===== config.mk =====
export PLATFORM = sky130hd
export DESIGN_NAME = mcond_isqrt
export DESIGN_NICKNAME = d
export VERILOG_FILES = /design/src/mcond_pkg.sv /design/src/mcond_isqrt.sv
export SDC_FILE = /design/constraint.sdc
export NUM_CORES = 1
export LEC_CHECK = 0
export BUFFER_PORTS_ARGS = -buffer_cell sky130_fd_sc_hd__buf_2
export CAP_MARGIN = 20
export CELL_PAD_IN_SITES_DETAIL_PLACEMENT = 0
export CELL_PAD_IN_SITES_GLOBAL_PLACEMENT = 1
export CORE_MARGIN = 2
export CORE_UTILIZATION = 48
export DETAILED_ROUTE_END_ITERATION = 6
export PLACE_DENSITY = 0.82
export RECOVER_POWER = 25
export SYNTH_ARGS = -nofsm -noshare
export SYNTH_HDL_FRONTEND = slang
export SYNTH_SLANG_ARGS = --single-unit

===== constraint.sdc =====
create_clock -name clk -period 17.5 [get_ports clk]
set_input_delay 4.375 -clock clk [delete_from_list [all_inputs] [get_ports clk]]
set_output_delay 4.375 -clock clk [all_outputs]
set_load 0.01 [all_outputs]

===== src/mcond_pkg.sv =====
// Shared types, widths and codes for the magnetometer sample conditioner.
// Used by mcond_lane, mcond_isqrt and magnetometer_sample_conditioner.
package mcond_pkg;

  localparam int RAW_W   = 16;  // raw axis reading
  localparam int FIELD_W = 21;  // scaled field, 1/32768 gauss
  localparam int RANGE_W = 5;   // range in gauss, 2 .. 20
  localparam int COEFF_W = 16;  // Q15 blend weight as written
  localparam int WEIGHT_W = 18; // signed operand width of a blend weight
  localparam int PROD_W  = 39;  // one blend product
  localparam int BLEND_W = 40;  // blend sum with rounding bias
  localparam int SQ_W    = 39;  // one squared axis
  localparam int SUM_W   = 41;  // sum of three squared axes
  localparam int ROOT_W  = 42;  // working width of the square root
  localparam int NORM_W  = 21;  // final norm
  localparam int CFG_IDX_W  = 4;
  localparam int CFG_DATA_W = 21;
  localparam int NUM_AXES   = 3;

  localparam logic [COEFF_W-1:0] Q15_ONE = 16'h8000;
  localparam logic [ROOT_W-1:0] ROOT_BIT_INIT = ROOT_W'(1) << (SUM_W - 1);
  localparam logic [BLEND_W-1:0] BLEND_HALF = BLEND_W'(16384);

  // Device status codes.
  localparam logic [1:0] STAT_OK       = 2'd0;
  localparam logic [1:0] STAT_BROKEN   = 2'd1;
  localparam logic [1:0] STAT_READ_ERR = 2'd2;

  // Request types.
  localparam logic REQ_SAMPLE = 1'b0;
  localparam logic REQ_STATUS = 1'b1;

  // Register indexes.
  localparam logic [CFG_IDX_W-1:0] REG_RANGE_SELECT = 4'd0;
  localparam logic [CFG_IDX_W-1:0] REG_FILTER_COEFF = 4'd1;
  localparam logic [CFG_IDX_W-1:0] REG_NORM_MIN     = 4'd2;
  localparam logic [CFG_IDX_W-1:0] REG_NORM_MAX     = 4'd3;

  typedef struct packed {
    logic                start;
    logic [RANGE_W-1:0]  range;
    logic [COEFF_W-1:0]  coeff;
  } lane_ctrl_t;

  typedef struct packed {
    logic                      done;
    logic signed [FIELD_W-1:0] field;
    logic signed [FIELD_W-1:0] smooth;
    logic [SQ_W-1:0]           square;
  } lane_res_t;

  // Full-scale range in gauss: code times six plus two.
  function automatic logic [RANGE_W-1:0] range_gauss(input logic [1:0] sel);
    return RANGE_W'(sel) * RANGE_W'(6) + RANGE_W'(2);
  endfunction

  // Weights above one saturate to one.
  function automatic logic [COEFF_W-1:0] clamp_coeff(input logic [COEFF_W-1:0] c);
    return (c > Q15_ONE) ? Q15_ONE : c;
  endfunction

endpackage


===== src/mcond_isqrt.sv =====
// Bit-serial integer square root, one result bit per cycle, truncating.
// Depends on mcond_pkg.
module mcond_isqrt (
  input  logic                             clk,
  input  logic                             rst,
  input  logic                             start,
  input  logic [mcond_pkg::SUM_W-1:0]      n,
  output logic                             done,
  output logic [mcond_pkg::NORM_W-1:0]     root
);
  import mcond_pkg::*;

  logic [SUM_W-1:0]  rem;
  logic [ROOT_W-1:0] acc;
  logic [ROOT_W-1:0] bitm;
  logic              busy;
  logic [ROOT_W-1:0] trial;
  logic              ge;

  assign trial = acc + bitm;
  assign ge    = ROOT_W'(rem) >= trial;

  always_ff @(posedge clk) begin
    if (rst) begin
      busy <= 1'b0;
      done <= 1'b0;
    end else begin
      done <= 1'b0;
      if (start) begin
        busy <= 1'b1;
      end else if (busy && bitm[0]) begin
        busy <= 1'b0;
        done <= 1'b1;
      end
    end
  end

  always_ff @(posedge clk) begin
    if (start) begin
      rem  <= n;
      acc  <= '0;
      bitm <= ROOT_BIT_INIT;
    end else if (busy) begin
      if (ge) begin
        rem <= rem - trial[SUM_W-1:0];
        acc <= (acc >> 1) + bitm;
      end else begin
        acc <= acc >> 1;
      end
      bitm <= bitm >> 2;
    end
  end

  assign root = acc[NORM_W-1:0];

endmodule


---- Yosys cells after proc, flatten, opt, wreduce, memory -nomap -nowiden ----
Index checks and enable logic that the tools add are counted.
storage, ports and cells
  bits in writable memories ............... 0
  ROM bits ................................ 0
  word-level logic and storage cells ...... 22
  register bits ........................... 106
  memories kept ........................... 0
  output and inout port bits .............. 22
  input bits .............................. 44
  bits in latches ......................... 0
cells by class
  mux-type cells .......................... 7
  $mul .................................... 0
  shift operators ......................... 0
  bitwise gates (word level) .............. 0
  magnitude comparators ................... 1
  div/mod/pow operators ................... 0
  add/subtract/negate cells ............... 3
  reduce and logical (&&, ||, !) cells .... 6
  equality and inequality tests ........... 0
operators by type and width
  operator                        number
  2-to-1 mux 41 bit               3
  adder 41 x 41 -> 42 bit         1
  adder 42 x 41 -> 42 bit         1
  >= comparator 41 x 42 -> 1 bit  1
  2-to-1 mux 42 bit               1
  subtractor 41 bit               1
  nonzero test 2 bit              3
  2-to-1 mux 1 bit                3
  AND reduction 2 bit             1
  OR reduction 2 bit              1
  logical AND 1 bit               1

---- Logic depth before layout (Yosys ltp) ----
  word-level depth ........................ 5
  gate-level depth with buffers ........... 24
  mapped depth without buffers ............ 21

---- Worst setup path before layout ----
No wires, ideal clock.
  path kind ............................... in2reg
  start ................................... in start
  end ..................................... reg rem[0], enable pin
  data required time ...................... 17103 ps
  path slack .............................. 11014 ps
  data arrival time ....................... 6089 ps
  path buffers ............................ 3
  library setup time ...................... 397 ps
  cell stages on the path ................. 4
  cells stage by stage .................... clkbuf_1 > clkbuf_1 > clkbuf_1 > a21o_1
on the way
  word-level cells in the longest chain between the ends .. 2
  elaborated cells between the ends (all ways) .. 3
  those cells by class .................... 3 x reduce/logical
RTL lines
  what                               RTL line           source
  start: declaration                 mcond_isqrt.sv:6   input logic start,
  nonzero test 2 bit (no line)       --
  AND reduction 2 bit (no line) (*)  --
  end signal: assignment             mcond_isqrt.sv:40  rem <= n;
  end signal: assignment             mcond_isqrt.sv:45  rem <= rem - trial[SUM_W-1:0];
  end: declaration                   mcond_isqrt.sv:13  logic [SUM_W-1:0] rem;
Mark *: on every way between the ends. The rest lies on a longest branch, timed or not.
A chain may end at the register's enable or synchronous reset.

==> key figures <==
Synth
  • Most frequent cell after synthesis: nand2_1
  • Yosys cell types: 80
  • Seq/Total Area, Yosys: 0.265
  • Register bit total from synthesis: 106
  • Post-synth ARST share: 0
  • Syn_area_per_cell: 8.21 um2
  • Ys flop type: dfxtp_1
  • Post-synth top cells: nand2_1 (115), nor2_1 (105), o21ai_0 (92)
  • Largest area contributor in the netlist: dfxtp_1
  • Syn Nets: 1294
  • Top-area cell type share of the netlist area: 0.136
  • Post-Syn Instances: 1164
  • Number of enable flip-flop cells after synthesis: 41
  • Synthesized area: 9560 um2
  • Syn. warnings: 0
  • Ranking of synthesized cells by area: dfxtp_1 (14%), edfxtp_1 (13%), ha_1 (11%), o21ai_0 (4.8%), nand2_1 (4.5%)

Global routing
  • GRT Resource Usage Total: 0.240
  • Global route overflow: 0
  • First-pass GRT wire length: 41.5 mm
  • Initial antenna violation count: 0
  • Largest net degree at the start of global routing: 61
  • Vias in the first global route: 7869

Placement
  • GPL Wtd Cong: 0.888
  • Placed cell areas: 9860 um2
  • I/O Buffers: 65
  • Placed cell count: 1419
  • Hpwl dp: 18.9 mm

Setup path
  • CP arrival: 8.69 ns
  • CP Data Required Time: 17.76 ns
  • CP Launch Type: primary input
  • CP Max Fanout: 60
  • Kind of critical path: primary input to flop
  • Reg2reg start: bitm[0]
  • R2R cell count: 20
  • Critical Path End Type: flop
  • Start point of the critical path: start

Clock network
  • Clk_lat worst skew: 0.36 ns
  • CTS resizes: 0
  • Cts hold-fix bufs: 0
  • CTS Root Cell: clkbuf_16
  • CTS tree: done
  • CTS sink count: 106
  • CTS Buf Count: 9
  • CTS H-Tree Depth: 3
  • Clock-pin slew on the worst setup and hold paths: 0.08 ns
  • Clock buffer depth: 2
  • Post CTS Setup Buffer Count: 0

Floorplanning
  • Die height: 145 um
  • DIE WIDTH: 145 um
  • Num rows: 51
  • Core ar.: 19500 um2
  • Full die area: 21100 um2
  • Number of I/O pins: 66
  • Starting Density: 0.490

Finish
  • Share of cells above drive strength 1: 0.0956
  • Final nets: 1297
  • Layout Cells excl Fill: 1437
  • Final non-filler cell area: 10200 um2
  • ANT cells: 0
  • Area Growth Syn to Fin: 6.51%

Timing
  • Final hold vios: 0
  • RSZ-0062 raised after global routing: false
  • Max_slew headroom: -0.719
  • Pins Over Slew Limit: 61
  • Setup Viol. Count Final: 0
  • Minimum clock period after layout: 8.44 ns
  • Setup TNS: 0 ns
  • FMAX: 119 MHz
  • Worst-Margin Slew: 2.58 ns
  • Final Skew: 0.00993 ns
  • Final Cycle Share: 0.482

Route
  • DR iter-0 viols: 519
  • DRT Wirelength: 25.8 mm
  • Final ANT Viol Nets: 0
  • Vias per cell: 6.05
  • Router iterations before antenna repair: 5
  • Routed vias: 8701
  • Drt wl/cell: 17.9 um
  • DR DRC count: 0

Pwr
  • Maximum VDD drop: 66.5 uV
  • Sw Ratio: 0.441
  • Sw Pwr: 0.589 mW
  • Sequential power share: 0.290
  • Pint: 0.746 mW
  • Power share of the clock group: 0.166
  • Power density over the cells: 131 nW/um2
  • Leak Pwr: 3.90 nW
  • Comb pwr share: 0.545

Flow run
  • Max_cap viols: 1

Worst hold path
  • HP Class: flop to flop
  • HP Start: acc[34]
  • Hold path cells: 2

Run status
  • Failing checks: max-capacitance violations, max-slew violations
  • Status: finished, violations left
==> per-stage QoR <==
step	power [mW]	hold slack (ns)	setup slack (ns)	utilization
3_5_place_dp	1.11	0.543	10.32	0.505
4_1_cts	1.34	0.554	10.46	0.521
5_1_grt	1.44	0.582	8.62	0.521
2_1_floorplan	0.956	0.468	11.01	-
3_3_place_gp	1.10	0.538	10.38	0.505
6_report	1.34	0.549	9.06	0.521
==> worst max-delay path: stages <==
cell and delay [ns]:
clkbuf_1 0.91, clkbuf_1 1.90, nor2_1 0.62, buf_6 0.36
a32o_1 0.24, a311o_1 0.26
==> cell type report <==
type                            count  area [um2]
Fill cell                        1911        9350
Multi-Input combinational cell    953        6540
Sequential cell                   106        2530
Timing Repair Buffer               72         372
Tap cell                          265         332
Clock buffer                       14         297
Inverter                           25        93.8
Clock inverter                      2        16.3
==> final timing paths <==
check | slack (ns) | endpoint
min reg2reg | 0.55 | acc[34]
max | 9.06 | acc[7]
min | 0.55 | acc[34]
max reg2reg | 10.78 | rem[40]
==> flip-flops by register name (all words and copies together) (netlist names) <==
signal  cells
acc        42
bitm       21
busy        1
done        1
rem        41
==> routing by layer <==
layer | track usage | up-vias | wire length [um] | part of all wire
li1 | - | 4370 | - | -
met1 | 0.329 | 4113 | 12300 | 0.48
met2 | 0.404 | 196 | 12100 | 0.47
met3 | 0.0371 | 22 | 1040 | 0.041
met4 | 0.0475 | 0 | 306 | 0.012
met5 | 0 | - | 0 | 0
==> power by group through the flow <==
stage,Combinational (mW),Clock [mW],Sequential [mW]
floorplan,0.591,0,0.365
global placement,0.713,0,0.390
detailed placement,0.721,0,0.391
CTS,0.724,0.226,0.386
global route,0.810,0.236,0.393
finish,0.727,0.221,0.387
==> cells by family after synthesis <==
logic type | after synthesis | synth area share
adder cells (fa/ha/maj) | 86 | 0.113
multiplexers | 44 | 0.0473
XOR/XNOR | 82 | 0.0751
buffers and inverters | 105 | 0.0522
AO/OA/AOI/OAI | 371 | 0.265
AND/OR/NAND/NOR | 370 | 0.182
flip-flops | 106 | 0.265
==> layout by cell type, fill, tap and decap left out, drive strengths merged, types with 5 or more instances in the layout <==
cell / count
a221oi: 5
o31ai: 10
ha: 85
o21a: 9
a31oi: 40
and3: 11
buf: 56
nand2: 115
nor3: 28
nand4: 20
a211oi: 16
a2111oi: 5
nand3: 32
a21oi: 72
dfxtp: 65
mux2: 9
or3: 13
nand2b: 8
clkbuf: 30
a32o: 6
o21bai: 13
mux2i: 35
and2: 6
a311oi: 17
nor4: 9
o311ai: 5
o311a: 5
nor2: 105
o21ai: 96
nor2b: 7
inv: 25
edfxtp: 41
xor2: 41
xnor2: 41
a21o: 33
Note: power is estimated with default switching activity, not from simulation.
