==> src/mcond_pkg.sv <==
// Shared types, widths and codes for the magnetometer sample conditioner.
// Used by mcond_lane, mcond_isqrt and magnetometer_sample_conditioner.
package mcond_pkg;

  localparam int RAW_W   = 16;  // raw axis reading
  localparam int FIELD_W = 21;  // scaled field, 1/32768 gauss
  localparam int RANGE_W = 5;   // range in gauss, 2 .. 20
  localparam int COEFF_W = 16;  // Q15 blend weight as written
  localparam int WEIGHT_W = 18; // signed operand width of a blend weight
  localparam int PROD_W  = 39;  // one blend product
  localparam int BLEND_W = 40;  // blend sum with rounding bias
  localparam int SQ_W    = 39;  // one squared axis
  localparam int SUM_W   = 41;  // sum of three squared axes
  localparam int ROOT_W  = 42;  // working width of the square root
  localparam int NORM_W  = 21;  // final norm
  localparam int CFG_IDX_W  = 4;
  localparam int CFG_DATA_W = 21;
  localparam int NUM_AXES   = 3;

  localparam logic [COEFF_W-1:0] Q15_ONE = 16'h8000;
  localparam logic [ROOT_W-1:0] ROOT_BIT_INIT = ROOT_W'(1) << (SUM_W - 1);
  localparam logic [BLEND_W-1:0] BLEND_HALF = BLEND_W'(16384);

  // Device status codes.
  localparam logic [1:0] STAT_OK       = 2'd0;
  localparam logic [1:0] STAT_BROKEN   = 2'd1;
  localparam logic [1:0] STAT_READ_ERR = 2'd2;

  // Request types.
  localparam logic REQ_SAMPLE = 1'b0;
  localparam logic REQ_STATUS = 1'b1;

  // Register indexes.
  localparam logic [CFG_IDX_W-1:0] REG_RANGE_SELECT = 4'd0;
  localparam logic [CFG_IDX_W-1:0] REG_FILTER_COEFF = 4'd1;
  localparam logic [CFG_IDX_W-1:0] REG_NORM_MIN     = 4'd2;
  localparam logic [CFG_IDX_W-1:0] REG_NORM_MAX     = 4'd3;

  typedef struct packed {
    logic                start;
    logic [RANGE_W-1:0]  range;
    logic [COEFF_W-1:0]  coeff;
  } lane_ctrl_t;

  typedef struct packed {
    logic                      done;
    logic signed [FIELD_W-1:0] field;
    logic signed [FIELD_W-1:0] smooth;
    logic [SQ_W-1:0]           square;
  } lane_res_t;

  // Full-scale range in gauss: code times six plus two.
  function automatic logic [RANGE_W-1:0] range_gauss(input logic [1:0] sel);
    return RANGE_W'(sel) * RANGE_W'(6) + RANGE_W'(2);
  endfunction

  // Weights above one saturate to one.
  function automatic logic [COEFF_W-1:0] clamp_coeff(input logic [COEFF_W-1:0] c);
    return (c > Q15_ONE) ? Q15_ONE : c;
  endfunction

endpackage

==> src/mcond_lane.sv <==
// One axis lane: scales the raw reading, blends it with the previous scaled
// reading and squares it. Depends on mcond_pkg.
module mcond_lane (
  input  logic                              clk,
  input  logic                              rst,
  input  mcond_pkg::lane_ctrl_t             ctrl,
  input  logic signed [mcond_pkg::RAW_W-1:0] raw,
  output mcond_pkg::lane_res_t              res
);
  import mcond_pkg::*;

  logic signed [FIELD_W-1:0] field_s1;
  logic signed [FIELD_W-1:0] prev;
  logic signed [PROD_W-1:0]  p_cur;
  logic signed [PROD_W-1:0]  p_prev;
  logic [SQ_W-1:0]           square;
  logic signed [FIELD_W-1:0] field_s2;
  logic signed [FIELD_W-1:0] smooth;
  logic                      v1;
  logic                      v2;
  logic                      done;

  logic signed [RANGE_W+RAW_W:0]   scaled;
  logic signed [WEIGHT_W-1:0]      w_cur;
  logic signed [WEIGHT_W-1:0]      w_prev;
  logic signed [2*FIELD_W-1:0]     sq_full;
  logic signed [BLEND_W-1:0]       blend_sum;
  logic signed [BLEND_W-1:0]       blend_shr;
  logic [COEFF_W-1:0]              c_sat;

  assign scaled  = raw * $signed({1'b0, ctrl.range});
  assign c_sat   = clamp_coeff(ctrl.coeff);
  assign w_cur   = $signed({2'b00, c_sat});
  assign w_prev  = $signed(WEIGHT_W'({1'b0, Q15_ONE}) - WEIGHT_W'(c_sat));
  assign sq_full = field_s1 * field_s1;
  // Floor shift after the half bias gives round to nearest, ties upward.
  assign blend_sum = BLEND_W'(p_cur) + BLEND_W'(p_prev) + BLEND_HALF;
  assign blend_shr = blend_sum >>> 15;

  always_ff @(posedge clk) begin
    if (rst) begin
      v1   <= 1'b0;
      v2   <= 1'b0;
      done <= 1'b0;
      prev <= '0;
    end else begin
      v1   <= ctrl.start;
      v2   <= v1;
      done <= v2;
      if (v1) begin
        prev <= field_s1;
      end
    end
  end

  always_ff @(posedge clk) begin
    if (ctrl.start) begin
      field_s1 <= scaled[FIELD_W-1:0];
    end
    if (v1) begin
      p_cur    <= PROD_W'(w_cur * field_s1);
      p_prev   <= PROD_W'(w_prev * prev);
      square   <= sq_full[SQ_W-1:0];
      field_s2 <= field_s1;
    end
    if (v2) begin
      smooth <= blend_shr[FIELD_W-1:0];
    end
  end

  assign res.done   = done;
  assign res.field  = field_s2;
  assign res.smooth = smooth;
  assign res.square = square;

endmodule

==> config.mk <==
export PLATFORM = sky130hd
export DESIGN_NAME = mcond_lane
export DESIGN_NICKNAME = d
export VERILOG_FILES = /design/src/mcond_pkg.sv /design/src/mcond_lane.sv
export SDC_FILE = /design/constraint.sdc
export NUM_CORES = 2
export LEC_CHECK = 0
export ABC_AREA = 0
export BUFFER_PORTS_ARGS = -buffer_cell sky130_fd_sc_hd__buf_4
export CAP_MARGIN = 20
export CORE_UTILIZATION = 30
export CTS_BUF_LIST = sky130_fd_sc_hd__clkbuf_8
export CTS_CLUSTER_DIAMETER = 80
export DETAILED_ROUTE_END_ITERATION = 8
export GPL_ROUTABILITY_DRIVEN = 0
export HOLD_SLACK_MARGIN = 0.12
export PLACE_DENSITY = 0.54
export RECOVER_POWER = 100
export SLEW_MARGIN = 5
export SYNTH_ARGS = -nofsm -noshare
export SYNTH_HDL_FRONTEND = slang
export SYNTH_SLANG_ARGS = --single-unit
==> constraint.sdc <==
create_clock -name clk -period 13.1 [get_ports clk]
set_input_delay 1.31 -clock clk [delete_from_list [all_inputs] [get_ports clk]]
set_output_delay 1.31 -clock clk [all_outputs]
set_load 0.02 [all_outputs]
* After elaboration in Yosys (flattened, before gate mapping)
Cells that the tools add are included.
** Storage, ports and cells
- Bits in registers :: 198
- Bits of input ports :: 40
- Word-level logic and storage cells :: 19
** Operators by class
- Add/sub/neg operators :: 3
- Multipliers :: 4
- $lt $le $gt $ge :: 1
- Multiplexer cells :: 1
** Operators by type and width (count)
- $mul A17 B21 Y36 :: 2
- $mul A21 B21 Y39 :: 1
- $add A36 B15 Y36 const B :: 1
- $add A36 B36 Y36 :: 1
- $mul A16 B6 Y21 :: 1
- $sub A16 B16 Y17 const A :: 1
- $gt A16 B16 Y1 const B :: 1
- $mux W16 :: 1

* Depth between registers and ports, before layout
- Word-level depth :: 4
- Mapped depth :: 35
- Gate-level depth less buffers :: 32

* Worst setup path before layout
Ideal clock, no wire load.
- Path kind :: input port to flip-flop
- Start :: input port ctrl[15] in the netlist's numbering
- End :: register p_prev[35], data pin
- Library setup time :: 260 ps
- Arrival time :: 8842 ps
- Data required time :: 12840 ps
- Slack :: 3998 ps
- Stages :: 33
- Path buffers :: 4
- Cell sequence :: clkbuf_1 buf_1 nor2b_1 clkbuf_1 inv_1 ha_1 o21ai_2 or4_4 nor4_4 xnor2_1 clkbuf_1 nand2_1 fa_1 fa_1 inv_1 fa_1 fa_1 fa_1 inv_1 fa_1 inv_1 ha_1 a21o_1 a21o_1 a21oi_1 o211ai_1 o31ai_1 nand4b_1 nand3_1 a31oi_1 a21o_1 a21oi_1 xnor2_1
** Between the ends
- Longest elaborated chain between the ends :: 4
** RTL lines
- start, declared :: line mcond_lane.sv:6 : input mcond_pkg::lane_ctrl_t ctrl,
- $gt A16 B16 Y1 :: line mcond_pkg.sv:59 : return (c > Q15_ONE) ? Q15_ONE : c;
- $mux W16 * :: line mcond_pkg.sv:59
- $sub A16 B16 Y17 * :: line mcond_lane.sv:34 : assign w_prev = $signed(WEIGHT_W'({1'b0, Q15_ONE}) - WEIGHT_W'(c_sat));
- $mul A17 B21 Y36 * :: line mcond_lane.sv:62 : p_prev <= PROD_W'(w_prev * prev);
- end signal, assigned :: line mcond_lane.sv:62
- end, declared :: line mcond_lane.sv:15 : logic signed [PROD_W-1:0] p_prev;
Every way passes the cells marked *; elsewhere a longest branch is shown, timed or not.
A chain may end at the register's enable or synchronous reset.

* Final worst setup path
Same ends and word-level chain as after synthesis.

==> results by group <==
Hold path
  • Worst Hold Launch: field_s1[0]$_DFFE_PP_
  • Hold Path Class: reg2reg

STA
  • Setup TNS Final: 0 ps
  • Number of setup violations in the final report: 0
  • RSZ-0062 raised after global routing: no
  • Slew headroom: -139.0%
  • Clock skew: 68.21 ps
  • Final number of hold-violating endpoints: 0
  • Fin crit period: 11060 ps
  • Fmax: 90.42 MHz
  • Worst-margin pin slew: 3585 ps
  • Final period utilization: 84.43%
  • Pins Over Slew Limit: 862

Synth
  • EDFF count, synth: 172
  • Synth cell types: 73
  • Asr flop ratio synth: 0%
  • Sequential share of the synthesized area: 11.56%
  • Synth top area share: 45.40%
  • Top cells by area, synth: fa_1 45%, edfxtp_1 11%, inv_1 10%
  • Synth Instances: 5065
  • Synthesized area per cell: 9.646 um2
  • Mapped cell area: 48860 um2
  • Post-Syn Nets: 6615
  • Predominant post-synthesis flop cell: edfxtp_1
  • Number of synthesized register bits: 196
  • Synth warn: 0
  • Yosys top cell by area: fa_1

Setup path
  • CP peak stage delay: 1590 ps
  • Most frequent CP cell: fa_1
  • Setup crit start: ctrl[15]
  • CP Capture Type: register
  • CP Data Required Time: 13530 ps
  • Critical setup path kind: in2reg
  • Startpoint types: primary input
  • Worst R2R Start: field_s1[16]$_DFFE_PP_
  • Slowest cell on the critical path: clkbuf_1
  • Crit path DAT: 11490 ps
  • Crit path max fanout: 40

Drt
  • Met2 wire len: 59270 um
  • Routed len/inst: 16.91 um
  • Drt drc: 0
  • Post-Route M1 WL: 54610 um
  • Vias: 32480
  • Routed wire length: 122600 um
  • Highest metal used: met5
  • Routed wl met3: 5578 um
  • 1st-iter DRT viols: 1542
  • DRT Pass-1 Iters: 5
  • Post-DRT Antenna Nets: 0
  • DR vias/cell: 4.478

CTS
  • CTS Sinks: 196
  • Clock buffer depth: 2
  • CTS tree: done
  • CTS Hold Bufs: 0
  • Reg clk slew, reported paths: 160 ps
  • CTS resizes: 0
  • CTS Root Cell: clkbuf_8
  • CTS buffer count: 17
  • Clock Latency Late Sink: 690 ps
  • # Post-CTS Setup Buffers: 0
  • Max H-tree Level: 4

Floorplanning
  • Die ar.: 164500 um2
  • Initial Utilization: 30.32%
  • Die Height: 405.6 um
  • Num rows: 147
  • # IOs: 122
  • Core box area: 161100 um2
  • Chip Width: 405.6 um

Placed design
  • DP HPWL: 96730 um
  • IO buf count: 120

Outcome
  • Failing checks: capacitance limit, slew limit
  • Outcome: finished with violations

GRT
  • Vias in the first global route: 36210
  • Congestion Overflow GR: 0
  • Largest net degree at the start of global routing: 60
  • Initial antenna violation count: 5
  • Global-route wire length before repair: 202100 um
  • Total track usage: 15.89%

Job
  • MaxCap Viol Count: 22

Layout
  • Layout cells sized above 1: 2.694%
  • Commonest non-fill, non-tap cell in the layout: inv_1
  • Post-layout nets: 6623
  • Most frequent cells in the layout: 1348 x inv_1, 1108 x fa_1, 601 x nand2_1, 402 x ha_1, 366 x and2_1
  • Area grow syn2layout: 6.899%
  • Fillers: 16850
==> path summary, 6_finish.rpt <==
check / slack (ps) / endpoint / cells after the start
max: 2040 / p_prev[35]$_DFFE_PP_ / 30
min: 440 / square[0]$_DFFE_PP_ / 0
max reg2reg: 3100 / square[38]$_DFFE_PP_ / 23
min reg2reg: 440 / square[0]$_DFFE_PP_ / 0
==> critical path, delay by kind of cell <==
family / cells / cell delay, ps
XOR/XNOR: 2 / 550
AND/OR/NAND/NOR: 5 / 1270
adder cells (fa/ha/maj): 7 / 3250
buffers and inverters: 7 / 2190
AO/OA/AOI/OAI: 9 / 2870
==> through the flow <==
stage                     instance area [um2]  hold WS, ps  cells  worst slack, ps  utilization (%)
after global placement                  52230        461.2   7214             2983            32.42
after floorplan                         48860        424.4   5065             3998                -
after global routing                    52220        448.8   7249             1638            32.41
after detailed placement                52230        461.5   7214             2911            32.42
after CTS                               52670        445.5   7246             3731            32.69
final                                   52230        436.0   7252             2040            32.41
==> final cells by class <==
class                      count  area, um2  area share [%]
multi-input combinational   3326      37390           71.59
timing repair buffer         183      968.4           1.854
inverter                    1349       5064           9.696
clock inverter                15      207.7          0.3977
sequential                   196       5645           10.81
tap                         2160       2703           5.175
antenna                        6      15.01         0.02875
clock buffer                  17      234.0          0.4480
==> cell families (layout without fill, tap and decap cells) <==
kind of cell,count (synthesis),after routing,share of synthesized area [%]
buffers and inverters,1543,1564,11.88
XOR/XNOR,196,196,3.514
flip-flops,196,196,11.56
AND/OR/NAND/NOR,1290,1290,12.66
multiplexers,23,23,0.4763
other,1,7,0.007676
AO/OA/AOI/OAI,306,306,4.210
adder cells (fa/ha/maj),1510,1510,55.70
==> routing by layer <==
layer  track usage, %  vias to the layer above
li1                 -                    14850
met1            21.05                    16890
met2            26.72                      614
met3            2.375                      117
met4            4.687                        2
met5                0                        -
==> synth_stat cells, types with 4 or more instances <==
| cell | instances |
|---|---|
| nand4_1 | 7 |
| xor2_1 | 41 |
| mux2i_1 | 21 |
| a211oi_1 | 13 |
| nor4_1 | 5 |
| a31oi_1 | 5 |
| buf_1 | 7 |
| o21a_1 | 25 |
| inv_1 | 1348 |
| nand2b_1 | 21 |
| o31ai_1 | 7 |
| a21oi_1 | 91 |
| ha_1 | 402 |
| edfxtp_1 | 172 |
| dfxtp_1 | 24 |
| o21ai_0 | 41 |
| or2_2 | 14 |
| nor2_1 | 144 |
| xnor2_1 | 155 |
| a211o_1 | 4 |
| a21boi_0 | 6 |
| nor2b_1 | 39 |
| a21o_1 | 53 |
| and3_1 | 9 |
| fa_1 | 1108 |
| nand2_1 | 601 |
| o21bai_1 | 19 |
| and2b_1 | 4 |
| o41ai_1 | 5 |
| clkbuf_1 | 184 |
| and2_1 | 382 |
| nand3_1 | 22 |
| nor3_1 | 29 |
==> sequential cells by signal, indices dropped and copies added (netlist names) <==
signal and count:
p_prev 36, smooth 21, v2 1, field_s1 21, prev 21, square 38
field_s2 20, done 1, v1 1, p_cur 36
Power is left out: the tool's default activity adds up to more than one toggle a clock period on the data nets, which glitch-free logic cannot reach.
